$ cat src/wss_pkg.sv
// shared types, constants and helpers of the weighted 3x3 smoothing block
package wss_pkg;

  localparam int MAX_WIDTH  = 32;
  localparam int COL_W      = (MAX_WIDTH > 2) ? $clog2(MAX_WIDTH) : 1;
  localparam int PIX_W      = 8;
  localparam int FW_W       = 6;
  localparam int FH_W       = 10;
  localparam int CFG_DATA_W = 10;
  localparam int CFG_IDX_W  = 2;

  localparam logic [CFG_IDX_W-1:0] REG_FRAME_WIDTH  = CFG_IDX_W'(0);
  localparam logic [CFG_IDX_W-1:0] REG_FRAME_HEIGHT = CFG_IDX_W'(1);

  localparam logic [FW_W-1:0] RESET_WIDTH  = FW_W'(8);
  localparam logic [FH_W-1:0] RESET_HEIGHT = FH_W'(8);

  // weighted sum of a full 3x3 neighborhood is at most 88 * 255
  localparam int SUM_W       = 15;
  localparam int RECIP_W     = 19;
  localparam int RECIP_SHIFT = 24;
  localparam int PROD_W      = SUM_W + RECIP_W;

  // ceil(2^24 / d): exact truncating quotient for any sum below 2^15
  localparam logic [RECIP_W-1:0] RECIP_88 = RECIP_W'(190651);
  localparam logic [RECIP_W-1:0] RECIP_64 = RECIP_W'(262144);
  localparam logic [RECIP_W-1:0] RECIP_47 = RECIP_W'(356963);

  localparam int EVQ_DEPTH = 4;
  localparam int OFQ_DEPTH = 4;

  typedef enum logic [1:0] {
    DIV_88,
    DIV_64,
    DIV_47
  } div_e;

  // window[row][col]: rows r-2, r-1, r; cols c-2, c-1, c
  typedef logic [2:0][2:0][PIX_W-1:0] win_t;

  typedef struct packed {
    win_t win;
    logic emit_a;    // output centered one row up, one column left
    logic emit_b;    // row end: output centered one row up, this column
    logic last_row;  // each output is followed by the one below it
    logic top_ok;    // a row exists above the upper center
    logic lft_ok;    // a column exists left of the left center
  } event_t;

  typedef struct packed {
    logic [PIX_W-1:0] smoothed;
    logic             frame_last;
  } result_t;

  function automatic logic [RECIP_W-1:0] recip(div_e d);
    logic [RECIP_W-1:0] m;
    case (d)
      DIV_88:  m = RECIP_88;
      DIV_64:  m = RECIP_64;
      DIV_47:  m = RECIP_47;
      default: m = RECIP_88;
    endcase
    return m;
  endfunction

endpackage

$ cat src/wss_ram.sv
// generic single write port ram with registered read
module wss_ram #(
  parameter int WIDTH = 8,
  parameter int DEPTH = 32
) (
  input  logic                     clk_i,
  input  logic                     we_i,
  input  logic [$clog2(DEPTH)-1:0] waddr_i,
  input  logic [WIDTH-1:0]         wdata_i,
  input  logic                     re_i,
  input  logic [$clog2(DEPTH)-1:0] raddr_i,
  output logic [WIDTH-1:0]         rdata_o
);

  logic [WIDTH-1:0] mem_q [DEPTH];
  logic [WIDTH-1:0] rdata_q;

  always_ff @(posedge clk_i) begin
    if (we_i) begin
      mem_q[waddr_i] <= wdata_i;
    end
    if (re_i) begin
      rdata_q <= mem_q[raddr_i];
    end
  end

  assign rdata_o = rdata_q;

endmodule

$ cat src/wss_front.sv
// front end: config, raster position, line stores, window and output classification
module wss_front (
  input  logic                            clk_i,
  input  logic                            rst_ni,
  input  logic                            push,
  output logic                            full,
  input  logic [wss_pkg::PIX_W-1:0]       pixel_in_i,
  input  logic                            cfg_we_i,
  input  logic [wss_pkg::CFG_IDX_W-1:0]   cfg_idx_i,
  input  logic [wss_pkg::CFG_DATA_W-1:0]  cfg_wdata_i,
  input  logic                            evq_full_i,
  output logic                            ev_push_o,
  output wss_pkg::event_t                 ev_o
);

  logic [wss_pkg::FW_W-1:0]  width_q;
  logic [wss_pkg::FH_W-1:0]  height_q;
  logic [wss_pkg::COL_W-1:0] col_q;
  logic [wss_pkg::FH_W-1:0]  row_q;

  logic [wss_pkg::FW_W-1:0]  w_eff;
  logic [wss_pkg::FH_W-1:0]  h_eff;
  logic [wss_pkg::COL_W-1:0] c_cur;
  logic [wss_pkg::FH_W-1:0]  r_cur;
  logic [wss_pkg::FW_W-1:0]  c_inc;
  logic [wss_pkg::FH_W:0]    r_inc;

  logic accept;

  // held pixel waiting for its line store data
  logic                      s1_v_q;
  logic [wss_pkg::PIX_W-1:0] s1_pix_q;
  logic [wss_pkg::COL_W-1:0] s1_col_q;
  logic                      s1_emit_a_q, s1_emit_b_q, s1_last_q, s1_top_q, s1_lft_q;
  logic                      s1_go;

  logic [wss_pkg::PIX_W-1:0] top_rd, mid_rd;
  wss_pkg::win_t             win_q, win_d;

  always_comb begin
    if (width_q < wss_pkg::FW_W'(2)) begin
      w_eff = wss_pkg::FW_W'(2);
    end else if (width_q > wss_pkg::FW_W'(wss_pkg::MAX_WIDTH)) begin
      w_eff = wss_pkg::FW_W'(wss_pkg::MAX_WIDTH);
    end else begin
      w_eff = width_q;
    end
    h_eff = (height_q < wss_pkg::FH_W'(2)) ? wss_pkg::FH_W'(2) : height_q;
    c_cur = (wss_pkg::FW_W'(col_q) >= w_eff) ? '0 : col_q;
    r_cur = (row_q >= h_eff) ? '0 : row_q;
    c_inc = wss_pkg::FW_W'(c_cur) + wss_pkg::FW_W'(1);
    r_inc = {1'b0, r_cur} + (wss_pkg::FH_W + 1)'(1);
  end

  assign s1_go  = s1_v_q & (~(s1_emit_a_q | s1_emit_b_q) | ~evq_full_i);
  assign full   = s1_v_q & ~s1_go;
  assign accept = push & ~full;

  wss_ram #(
    .WIDTH (wss_pkg::PIX_W),
    .DEPTH (wss_pkg::MAX_WIDTH)
  ) u_top_ram (
    .clk_i   (clk_i),
    .we_i    (s1_go),
    .waddr_i (s1_col_q),
    .wdata_i (mid_rd),
    .re_i    (accept),
    .raddr_i (c_cur),
    .rdata_o (top_rd)
  );

  wss_ram #(
    .WIDTH (wss_pkg::PIX_W),
    .DEPTH (wss_pkg::MAX_WIDTH)
  ) u_mid_ram (
    .clk_i   (clk_i),
    .we_i    (s1_go),
    .waddr_i (s1_col_q),
    .wdata_i (s1_pix_q),
    .re_i    (accept),
    .raddr_i (c_cur),
    .rdata_o (mid_rd)
  );

  always_comb begin
    for (int i = 0; i < 3; i++) begin
      win_d[i][0] = win_q[i][1];
      win_d[i][1] = win_q[i][2];
    end
    win_d[0][2] = top_rd;
    win_d[1][2] = mid_rd;
    win_d[2][2] = s1_pix_q;
  end

  assign ev_push_o   = s1_go & (s1_emit_a_q | s1_emit_b_q);
  assign ev_o.win      = win_d;
  assign ev_o.emit_a   = s1_emit_a_q;
  assign ev_o.emit_b   = s1_emit_b_q;
  assign ev_o.last_row = s1_last_q;
  assign ev_o.top_ok   = s1_top_q;
  assign ev_o.lft_ok   = s1_lft_q;

  always_ff @(posedge clk_i or negedge rst_ni) begin
    if (!rst_ni) begin
      width_q  <= wss_pkg::RESET_WIDTH;
      height_q <= wss_pkg::RESET_HEIGHT;
      col_q    <= '0;
      row_q    <= '0;
      s1_v_q   <= 1'b0;
      win_q    <= '0;
    end else begin
      if (s1_go || !s1_v_q) begin
        s1_v_q <= accept;
      end
      if (s1_go) begin
        win_q <= win_d;
      end
      if (accept) begin
        if (c_inc >= w_eff) begin
          col_q <= '0;
          row_q <= (r_inc >= {1'b0, h_eff}) ? '0 : r_inc[wss_pkg::FH_W-1:0];
        end else begin
          col_q <= c_inc[wss_pkg::COL_W-1:0];
          row_q <= r_cur;
        end
      end
      if (cfg_we_i && cfg_idx_i == wss_pkg::REG_FRAME_WIDTH) begin
        width_q <= cfg_wdata_i[wss_pkg::FW_W-1:0];
        col_q   <= '0;
        row_q   <= '0;
      end else if (cfg_we_i && cfg_idx_i == wss_pkg::REG_FRAME_HEIGHT) begin
        height_q <= cfg_wdata_i[wss_pkg::FH_W-1:0];
        col_q    <= '0;
        row_q    <= '0;
      end
    end
  end

  always_ff @(posedge clk_i) begin
    if (accept) begin
      s1_pix_q    <= pixel_in_i;
      s1_col_q    <= c_cur;
      s1_emit_a_q <= (r_cur != '0) && (c_cur != '0);
      s1_emit_b_q <= (r_cur != '0) &&
                     (wss_pkg::FW_W'(c_cur) == w_eff - wss_pkg::FW_W'(1));
      s1_last_q   <= (r_cur == h_eff - wss_pkg::FH_W'(1));
      s1_top_q    <= (r_cur >= wss_pkg::FH_W'(2));
      s1_lft_q    <= (wss_pkg::FW_W'(c_cur) >= wss_pkg::FW_W'(2));
    end
  end

endmodule

$ cat src/wss_evq.sv
// short event queue between front end and back end
module wss_evq (
  input  logic            clk_i,
  input  logic            rst_ni,
  input  logic            push_i,
  input  wss_pkg::event_t ev_i,
  output logic            full_o,
  input  logic            pop_i,
  output logic            empty_o,
  output wss_pkg::event_t ev_o
);

  localparam int PTR_W = $clog2(wss_pkg::EVQ_DEPTH);
  localparam int CNT_W = $clog2(wss_pkg::EVQ_DEPTH + 1);

  wss_pkg::event_t  slot_q [wss_pkg::EVQ_DEPTH];
  logic [PTR_W-1:0] wr_q, rd_q;
  logic [CNT_W-1:0] cnt_q;

  assign full_o  = (cnt_q == CNT_W'(wss_pkg::EVQ_DEPTH));
  assign empty_o = (cnt_q == '0);
  assign ev_o    = slot_q[rd_q];

  always_ff @(posedge clk_i) begin
    if (push_i) begin
      slot_q[wr_q] <= ev_i;
    end
  end

  always_ff @(posedge clk_i or negedge rst_ni) begin
    if (!rst_ni) begin
      wr_q  <= '0;
      rd_q  <= '0;
      cnt_q <= '0;
    end else begin
      if (push_i) begin
        wr_q <= (wr_q == PTR_W'(wss_pkg::EVQ_DEPTH - 1)) ? '0 : wr_q + PTR_W'(1);
      end
      if (pop_i) begin
        rd_q <= (rd_q == PTR_W'(wss_pkg::EVQ_DEPTH - 1)) ? '0 : rd_q + PTR_W'(1);
      end
      if (push_i && !pop_i) begin
        cnt_q <= cnt_q + CNT_W'(1);
      end else if (pop_i && !push_i) begin
        cnt_q <= cnt_q - CNT_W'(1);
      end
    end
  end

endmodule

$ cat src/wss_back.sv
// back end: output sequencing, weighted sum, constant divide and result queue
module wss_back (
  input  logic                      clk_i,
  input  logic                      rst_ni,
  input  logic                      ev_valid_i,
  input  wss_pkg::event_t           ev_i,
  output logic                      ev_pop_o,
  output logic                      empty,
  input  logic                      pop,
  output logic [wss_pkg::PIX_W-1:0] smoothed_o,
  output logic                      frame_last_o
);

  localparam int PTR_W = $clog2(wss_pkg::OFQ_DEPTH);
  localparam int CNT_W = $clog2(wss_pkg::OFQ_DEPTH + 1);

  logic [3:0] done_q, jobs, rem, pick, rest;
  logic       adv, issue;
  logic       low_row, right_col;
  logic       top, bot, lft, rgt;

  logic [2:0][wss_pkg::PIX_W-1:0] row_t, row_m, row_b;
  logic [wss_pkg::PIX_W-1:0] cc, en, es, ew, ee, cnw, cne, csw, cse;
  logic [9:0]                e_sum, k_sum;
  logic [wss_pkg::SUM_W-1:0] sum;
  wss_pkg::div_e             div;

  logic                      b1_v_q;
  logic [wss_pkg::SUM_W-1:0] b1_sum_q;
  wss_pkg::div_e             b1_div_q;
  logic                      b1_last_q;
  logic [wss_pkg::PROD_W-1:0] prod;

  wss_pkg::result_t ofq_q [wss_pkg::OFQ_DEPTH];
  logic [PTR_W-1:0] wr_q, rd_q;
  logic [CNT_W-1:0] cnt_q;
  logic             of_full, of_push, of_pop;

  // pending outputs of the head event, in stream order
  assign jobs = {ev_i.emit_b & ev_i.last_row, ev_i.emit_b,
                 ev_i.emit_a & ev_i.last_row, ev_i.emit_a};
  assign rem  = jobs & ~done_q;
  assign pick = rem & (~rem + 4'd1);
  assign rest = rem & ~pick;

  assign of_full  = (cnt_q == CNT_W'(wss_pkg::OFQ_DEPTH));
  assign adv      = ~of_full;
  assign issue    = ev_valid_i & adv;
  assign ev_pop_o = issue & (rest == 4'd0);

  assign low_row   = pick[1] | pick[3];
  assign right_col = pick[2] | pick[3];
  assign top = low_row | ev_i.top_ok;
  assign bot = ~low_row;
  assign lft = right_col | ev_i.lft_ok;
  assign rgt = ~right_col;

  always_comb begin
    row_t = low_row ? ev_i.win[1] : ev_i.win[0];
    row_m = low_row ? ev_i.win[2] : ev_i.win[1];
    row_b = ev_i.win[2];
    cc  = right_col ? row_m[2] : row_m[1];
    en  = right_col ? row_t[2] : row_t[1];
    es  = right_col ? row_b[2] : row_b[1];
    ew  = right_col ? row_m[1] : row_m[0];
    ee  = row_m[2];
    cnw = right_col ? row_t[1] : row_t[0];
    cne = row_t[2];
    csw = right_col ? row_b[1] : row_b[0];
    cse = row_b[2];
    e_sum = 10'(en & {wss_pkg::PIX_W{top}}) + 10'(es & {wss_pkg::PIX_W{bot}}) +
            10'(ew & {wss_pkg::PIX_W{lft}}) + 10'(ee & {wss_pkg::PIX_W{rgt}});
    k_sum = 10'(cnw & {wss_pkg::PIX_W{top & lft}}) + 10'(cne & {wss_pkg::PIX_W{top & rgt}}) +
            10'(csw & {wss_pkg::PIX_W{bot & lft}}) + 10'(cse & {wss_pkg::PIX_W{bot & rgt}});
    sum = wss_pkg::SUM_W'(cc) * wss_pkg::SUM_W'(20) +
          wss_pkg::SUM_W'(e_sum) * wss_pkg::SUM_W'(10) +
          wss_pkg::SUM_W'(k_sum) * wss_pkg::SUM_W'(7);
    if (top && bot && lft && rgt) begin
      div = wss_pkg::DIV_88;
    end else if ((top && bot) || (lft && rgt)) begin
      div = wss_pkg::DIV_64;
    end else begin
      div = wss_pkg::DIV_47;
    end
  end

  assign prod    = wss_pkg::PROD_W'(b1_sum_q) * wss_pkg::PROD_W'(wss_pkg::recip(b1_div_q));
  assign of_push = adv & b1_v_q;
  assign of_pop  = pop & ~empty;

  assign empty        = (cnt_q == '0);
  assign smoothed_o   = ofq_q[rd_q].smoothed;
  assign frame_last_o = ofq_q[rd_q].frame_last;

  always_ff @(posedge clk_i) begin
    if (issue) begin
      b1_sum_q  <= sum;
      b1_div_q  <= div;
      b1_last_q <= pick[3];
    end
    if (of_push) begin
      ofq_q[wr_q].smoothed   <= prod[wss_pkg::RECIP_SHIFT +: wss_pkg::PIX_W];
      ofq_q[wr_q].frame_last <= b1_last_q;
    end
  end

  always_ff @(posedge clk_i or negedge rst_ni) begin
    if (!rst_ni) begin
      done_q <= '0;
      b1_v_q <= 1'b0;
      wr_q   <= '0;
      rd_q   <= '0;
      cnt_q  <= '0;
    end else begin
      if (issue) begin
        done_q <= ev_pop_o ? 4'd0 : (done_q | pick);
      end
      if (adv) begin
        b1_v_q <= issue;
      end
      if (of_push) begin
        wr_q <= (wr_q == PTR_W'(wss_pkg::OFQ_DEPTH - 1)) ? '0 : wr_q + PTR_W'(1);
      end
      if (of_pop) begin
        rd_q <= (rd_q == PTR_W'(wss_pkg::OFQ_DEPTH - 1)) ? '0 : rd_q + PTR_W'(1);
      end
      if (of_push && !of_pop) begin
        cnt_q <= cnt_q + CNT_W'(1);
      end else if (of_pop && !of_push) begin
        cnt_q <= cnt_q - CNT_W'(1);
      end
    end
  end

endmodule

$ cat src/weighted_3x3_smoothing.sv
// top level of the weighted 3x3 smoothing block
// throughput: one pixel per cycle while full is low; the event queue absorbs the two
//   results of a row end; most last-row pixels carry two results, so full holds off push
// path: a result follows the transaction that completes its window through line store read,
//   window update, registered sum and divide into the result queue, where pop takes it
// reset: async active low; position, window and queues clear, width and height go to 8;
//   line stores are not cleared and need no clearing pass
module weighted_3x3_smoothing (
  input  logic                               clk_i,
  input  logic                               rst_ni,
  // input queue side
  input  logic                               push,
  output logic                               full,
  input  logic [wss_pkg::PIX_W-1:0]          pixel_in_i,
  // result queue side
  output logic                               empty,
  input  logic                               pop,
  output logic [wss_pkg::PIX_W-1:0]          smoothed_o,
  output logic                               frame_last_o,
  // configuration write port
  input  logic                               cfg_we_i,
  input  logic [wss_pkg::CFG_IDX_W-1:0]      cfg_idx_i,
  input  logic [wss_pkg::CFG_DATA_W-1:0]     cfg_wdata_i
);

  // events carry the updated window plus which outputs it completes
  wss_pkg::event_t ev_in, ev_head;
  logic            ev_push, ev_pop, evq_full, evq_empty;

  // front end: raster position, two line stores, 3x3 window, output classes
  wss_front u_front (
    .clk_i       (clk_i),
    .rst_ni      (rst_ni),
    .push        (push),
    .full        (full),
    .pixel_in_i  (pixel_in_i),
    .cfg_we_i    (cfg_we_i),
    .cfg_idx_i   (cfg_idx_i),
    .cfg_wdata_i (cfg_wdata_i),
    .evq_full_i  (evq_full),
    .ev_push_o   (ev_push),
    .ev_o        (ev_in)
  );

  // decoupling queue: front keeps taking pixels while the back end drains a row end
  wss_evq u_evq (
    .clk_i   (clk_i),
    .rst_ni  (rst_ni),
    .push_i  (ev_push),
    .ev_i    (ev_in),
    .full_o  (evq_full),
    .pop_i   (ev_pop),
    .empty_o (evq_empty),
    .ev_o    (ev_head)
  );

  // back end: one output per cycle while the result queue has room, through sum, reciprocal multiply and result queue
  wss_back u_back (
    .clk_i        (clk_i),
    .rst_ni       (rst_ni),
    .ev_valid_i   (~evq_empty),
    .ev_i         (ev_head),
    .ev_pop_o     (ev_pop),
    .empty        (empty),
    .pop          (pop),
    .smoothed_o   (smoothed_o),
    .frame_last_o (frame_last_o)
  );

  // event queue never overflows: front only pushes when there is room
  a_evq_no_overflow: assert property (@(posedge clk_i) disable iff (!rst_ni)
    ev_push |-> !evq_full)
    else $error("event pushed into a full event queue");

  // back end only retires an event that is present
  a_evq_no_underflow: assert property (@(posedge clk_i) disable iff (!rst_ni)
    ev_pop |-> !evq_empty)
    else $error("event popped from an empty event queue");

  // only events that complete at least one output travel to the back end
  a_event_has_output: assert property (@(posedge clk_i) disable iff (!rst_ni)
    ev_push |-> (ev_in.emit_a || ev_in.emit_b))
    else $error("event without any output queued");

endmodule

$ cat config.mk
export PLATFORM = sky130hd
export DESIGN_NAME = weighted_3x3_smoothing
export DESIGN_NICKNAME = d
export VERILOG_FILES = /design/src/wss_pkg.sv /design/src/wss_ram.sv /design/src/wss_front.sv /design/src/wss_evq.sv /design/src/wss_back.sv /design/src/weighted_3x3_smoothing.sv
export SDC_FILE = /design/constraint.sdc
export NUM_CORES = 2
export LEC_CHECK = 0
export BUFFER_PORTS_ARGS = -buffer_cell sky130_fd_sc_hd__buf_4
export CELL_PAD_IN_SITES_DETAIL_PLACEMENT = 0
export CELL_PAD_IN_SITES_GLOBAL_PLACEMENT = 1
export CORE_ASPECT_RATIO = 0.7
export CORE_MARGIN = 10
export CORE_UTILIZATION = 55
export DETAILED_ROUTE_END_ITERATION = 7
export PLACE_DENSITY = 0.87
export SYNTH_ARGS = -nofsm -noshare
export SYNTH_HDL_FRONTEND = slang
export SYNTH_HIERARCHICAL = 1
export SYNTH_SLANG_ARGS = --single-unit
export TNS_END_PERCENT = 100
$ cat constraint.sdc
create_clock -name clk_i -period 11 [get_ports clk_i]
set_clock_uncertainty 0.1 [all_clocks]
set_input_delay 1.1 -clock clk_i [delete_from_list [all_inputs] [get_ports clk_i]]
set_output_delay 1.1 -clock clk_i [all_outputs]
set_load 0.03 [all_outputs]
Yosys cells after proc, flatten, opt, wreduce, memory -nomap -nowiden
Memories as Yosys holds them, arrays and structs flattened. A register that Yosys moved wholly into a read port is not among the register bits.
Cells that the tools add are included.
Operators by class
  reductions and logical operators: 29
  add/sub/neg operators: 21
  multipliers: 4
  multiplexer cells: 39
  equal/unequal tests: 11
  bitwise gates (word level): 45
  $lt $le $gt $ge: 9
Operator list (number)
  $mux 10: 7
  $and 8x8->8: 8
  $add 10x10->10: 6
  $mux 24: 2
  $mux 8: 6
  $pmux 19 s2: 1
  $mul 15x19->32: 1
  $mul 10x3->13 const B: 2
  $mux 5: 5
  $add 13x14->15: 1
  $add 15x13->15: 1
  $and 1x1->1: 14
  $and 4x4->4: 3
  $logic_and 1x1->1: 12
  $mux 3: 4
  $mux 6: 2
  $not 4->4: 3
  $add 10x1->11 const B: 1
  $ge 11x10->1: 1
  $mul 8x3->11 const B: 1
  $eq 10x10->1: 1
  $eq 2x2->1 const B: 5
  $ge 10x10->1: 1
  $ge 10x2->1 const B: 1
  32 further kinds: 69
Word-level totals
  memories: 4
  RAM bits: 856
  output and inout bits: 11
  bits of input ports: 25
  register bits: 135
Memory list
  u_evq.slot_q: depth 4, width 77, read ports 1, clocked after memory_dff 0, write ports 1, line wss_evq.sv:16  | wss_pkg::event_t slot_q [wss_pkg::EVQ_DEPTH];
  u_front.u_mid_ram.mem_q: depth 32, width 8, read ports 1, clocked after memory_dff 1, write ports 1, line wss_ram.sv:15  | logic [WIDTH-1:0] mem_q [DEPTH];
  u_front.u_top_ram.mem_q: depth 32, width 8, read ports 1, clocked after memory_dff 1, write ports 1, line wss_ram.sv:15
  u_back.ofq_q: depth 4, width 9, read ports 1, clocked after memory_dff 0, write ports 1, line wss_back.sv:34  | wss_pkg::result_t ofq_q [wss_pkg::OFQ_DEPTH];

Longest topological paths before layout
An unclocked memory read counts as a cell.
  word-level depth: 16
  depth in mapped cells: 41
  gate-level depth less buffers: 37

Hierarchy
The synthesis kept the hierarchy.
By module, submodules not included
  wss_ram: area each 10133.5 um^2, instances 2, cells each 417
  wss_back: area each 14081.0 um^2, instances 1, cells each 1405
  wss_evq: area each 11528.6 um^2, instances 1, cells each 440
  wss_front: area each 5388.9 um^2, instances 1, cells each 477
  weighted_3x3_smoothing: area each 3.8 um^2, instances 1, cells each 1

Worst setup path after synthesis
No wires, ideal clock.
  kind: reg2reg
  start: register u_evq.rd_q[0]
  end: register u_back/b1_sum_q[13] (netlist name), data pin
  setup slack: 2.661 ns
  cell stages (with the launch flop): 34
  arrival: 7.978 ns
  period minus slack after synthesis: 8.339 ns
  setup time: 0.261 ns
  buffers on the path: 5
  cells stage by stage: dfrtp_1 buf_6 buf_4 mux4_2 nor2b_4 o21a_4 nor3_4 nand2b_1 buf_4 buf_6 buf_4 nand2_1 a21o_1 fa_1 inv_1 fa_1 ha_1 fa_1 a21o_1 a21oi_1 xnor2_1 inv_1 fa_1 inv_1 fa_1 fa_1 ha_1 nor2b_1 o21ai_0 a21boi_1 o21ai_0 a21oi_1 o2111a_1 a311o_1
RTL lines
  start, declared: line wss_evq.sv:17  | logic [PTR_W-1:0] wr_q, rd_q;
  start signal, assigned: line wss_evq.sv:40  | rd_q <= (rd_q == PTR_W'(wss_pkg::EVQ_DEPTH - 1)) ? '0 : rd_q + PTR_W'(1);
  end signal, assigned: line wss_back.sv:97  | b1_sum_q <= sum;
  end, declared: line wss_back.sv:29  | logic [wss_pkg::SUM_W-1:0] b1_sum_q;

==> summary.md <==
- Clock Sink Count: 1007
- final critical-path required period: 9.31 ns
- Routability Congestion: 0.902
- arrival time at the worst endpoint: 9.63 ns
- number of max-cap violations: 0
- status: complete, no violations
- share of synthesized cell area in and, or, nand and nor gates: 5.09%
- Worst slew margin: 10.9%
- cts bufs inserted: 89
- maximum number of pins on one net before global-route repair: 83
- library cell appearing most often on the critical path: fa_1
- ratio of cells with drive above 1 in the final layout: 18.2%
- routed wire length per instance: 25.3 um
- flip-flop and latch count after synthesis: 1007
- total iterations of the first detailed-routing run: 6
- number of H-tree levels: 3
- Data required, critical path: 11.31 ns
- number of global-route vias before repair: 28.5k
- Syn Area/Cell: 16.2 um^2
- share of the yosys chip area belonging to registers: 58.0%
- input/output buffers: 35
- initial antenna violation count: 1
- number of cells produced by synthesis: 3157
- remaining design rule violation count: 0
- Die Span X: 385 um
- critical path's slowest cell: dfrtp_4
- RSZ-0062 raised after global routing: no
- number of violations reported at the end of detailed-routing iteration 0: 2891
- post-synthesis instance area: 51300 um^2
- global-route wire length before repair: 177000 um
- post-detail-place hpwl: 76900 um
- share of flip-flops with an asynchronous set or reset: 9.83%
- unique cell type count in the Yosys netlist: 90
- complex-gate fraction of the synthesized area: 3.56%
- final number of max-transition violations: 0
- dominant combinational cell family by area after synthesis: adder cells
- clock root buffer: clkbuf_16
- Post-Synth Adder-Cell Area: 15.1%
- critical path launch point type: flop
- row count: 93
- post-CTS sizing: 0
- Avg Vias per Cell: 6.11
- Top-Level Pins: 36
- Post-synth EDFFs: 908
- Setup TNS: 0 ns
- Setup crit end kind: flop
- crit path max fanout: 30
- number of diodes added for antenna fixing: 0
- Clock Path Buffers: 3
- Final Cycle Share: 84.7%
- Overflow after GRT: 0
- setup fix buffers added after clock tree synthesis: 0
- final setup violation count: 0
- Initial Util: 55.6%
- synthesized-area fraction occupied by xor and xnor cells: 1.26%
- Via Count: 27.6k
- aggregate routed wire length: 114000 um
- area grow syn2layout: 8.61%
- prevailing post-synth register cell: edfxtp_1
- most used cells in the layout excluding fill and tap cells: edfxtp_1, inv_1, mux4_2, ha_1, fa_1
- number of fillers in the final layout: 6584
- die footprint: 106000 um^2
- delay contributed by the slowest stage of the critical path: 0.64 ns
- Die H: 275 um
- clock tree from TritonCTS: done
- quantity of hold-fixing buffers added after cts: 0
- Core Footprint: 92300 um^2
- final antenna-violating net count: 0
- worst-skew pair later-pin latency: 0.73 ns
- net count reported at finish: 3705
- path class of the lowest-slack min-delay path: input pin to async pin
- final hold violations: 0
- transition at the pin with the smallest max-transition slack: 1.34 ns
- Max Clk Rate: 107 MHz
- mux contribution to synthesized area: 13.4%
- clock edge transition at the registers on the reported setup and hold paths: 0.07 ns
- syn_nets: 3659
- worst setup path category: flop to flop
- overall track demand over capacity in global routing: 21.9%
- most common library cell in the layout ignoring fill and taps: edfxtp_1
- Yosys warning count: 6
through the flow:
step,hold WS [ns],utilization [%],worst slack [ns],instance area [um^2],std cells
2_1_floorplan,0.354,-,2.66,51300,3157
3_3_place_gp,0.372,57.1,1.94,52700,4347
3_5_place_dp,0.399,57.1,1.82,52700,4347
4_1_cts,0.250,60.3,1.75,55700,4512
5_1_grt,0.284,60.3,1.18,55700,4512
6_report,0.276,60.3,1.69,55700,4512
cell type report:
type / instances / area (um^2) / share of cell area (%)
clock buffers: 118 / 2440 / 4.37
clock inverters: 47 / 549 / 0.986
inverters: 325 / 1230 / 2.21
multi-input cells: 1713 / 19700 / 35.3
flip-flops and latches: 1007 / 29800 / 53.4
well taps: 1235 / 1550 / 2.77
repair buffers: 67 / 503 / 0.903
state kept, by name, summed over array words and instances (netlist names), 3 cells and up:
signal / flops
u_evq/cnt_q: 3
u_back/cnt_q: 3
u_front/ev_o: 48
u_back/ofq_q: 36
u_front/width_q: 6
u_front/u_top_ram/mem_q: 256
u_front/row_q: 10
u_back/b1_sum_q: 15
u_front/u_mid_ram/rdata_o: 8
u_back/done_q: 4
u_front/u_top_ram/rdata_o: 8
u_evq/slot_q: 308
u_front/s1_col_q: 5
u_front/height_q: 10
u_front/s1_pix_q: 8
u_front/col_q: 5
u_front/u_mid_ram/mem_q: 256
synthesized netlist by cell type (all sizes together), types with 7 or more instances:
cell type	n	area, um^2
edfxtp	908	27300
inv	325	1220
mux4	246	5540
ha	245	3070
fa	232	4640
nand2	162	608
nor2	135	512
dfrtp	97	2430
mux2	85	961
a21oi	80	400
buf	78	521
o21ai	51	255
xnor2	49	429
and2	47	297
nand3	39	195
nor2b	34	220
a21o	33	249
clkbuf	33	124
mux2i	33	347
xor2	22	193
nand2b	19	119
nor3	13	81.3
o21bai	13	97.6
and3	12	75.1
nand3b	12	90.1
a211oi	11	92.6
nand4	11	68.8
or2	11	68.8
a221oi	10	93.8
o211ai	10	80.1
nor4	8	65.1
a311o	7	70.1
o22ai	7	50.1
kinds of logic (layout without fill, tap and decap cells):
logic type,count (synthesis),in the layout
fa+ha+maj,478,478
flops,1007,1007
mux,364,364
buf+inv,437,557
compound gates,270,270
simple gates,528,528
other cells,1,1
xor+xnor,72,72
worst paths after layout:
kind	slack, ns	endpoint	cells after the start	from
min in group clk_i	0.38	u_evq/slot_q[3][34]	0	u_front/ev_o[34]
worst min-delay path	0.28	u_evq/rd_q[1]	1	rst_ni
max in group asynchronous	9.04	u_front/row_q[0]	2	rst_ni
worst max-delay path	1.69	u_back/b1_sum_q[13]	28	u_evq/rd_q[0]
worst max register to register	1.69	u_back/b1_sum_q[13]	28	u_evq/rd_q[0]
worst min register to register	0.38	u_evq/slot_q[3][34]	0	u_front/ev_o[34]
worst max-delay path: cells and delay by family, from the launching register on:
kind	cells	cell delay (ns)
DFF	1	0.64
buffers and inverters	3	0.23
adders and majority gates	8	3.55
and+or+nand+nor	6	1.75
muxes	1	0.57
xor gates and xnor gates	1	0.24
AOI/OAI and AO/OA	9	1.92
routing by layer:
layer,vias up,global-route usage (%),share of wire [%]
li1,11800,-,-
met1,14300,33.4,45
met2,1271,32.1,45
met3,135,5.24,9.0
met4,0,4.20,1.5
met5,-,0,0
Power is left out: the tool's default activity adds up to more than one toggle a clock period on the data nets, which glitch-free logic cannot reach.
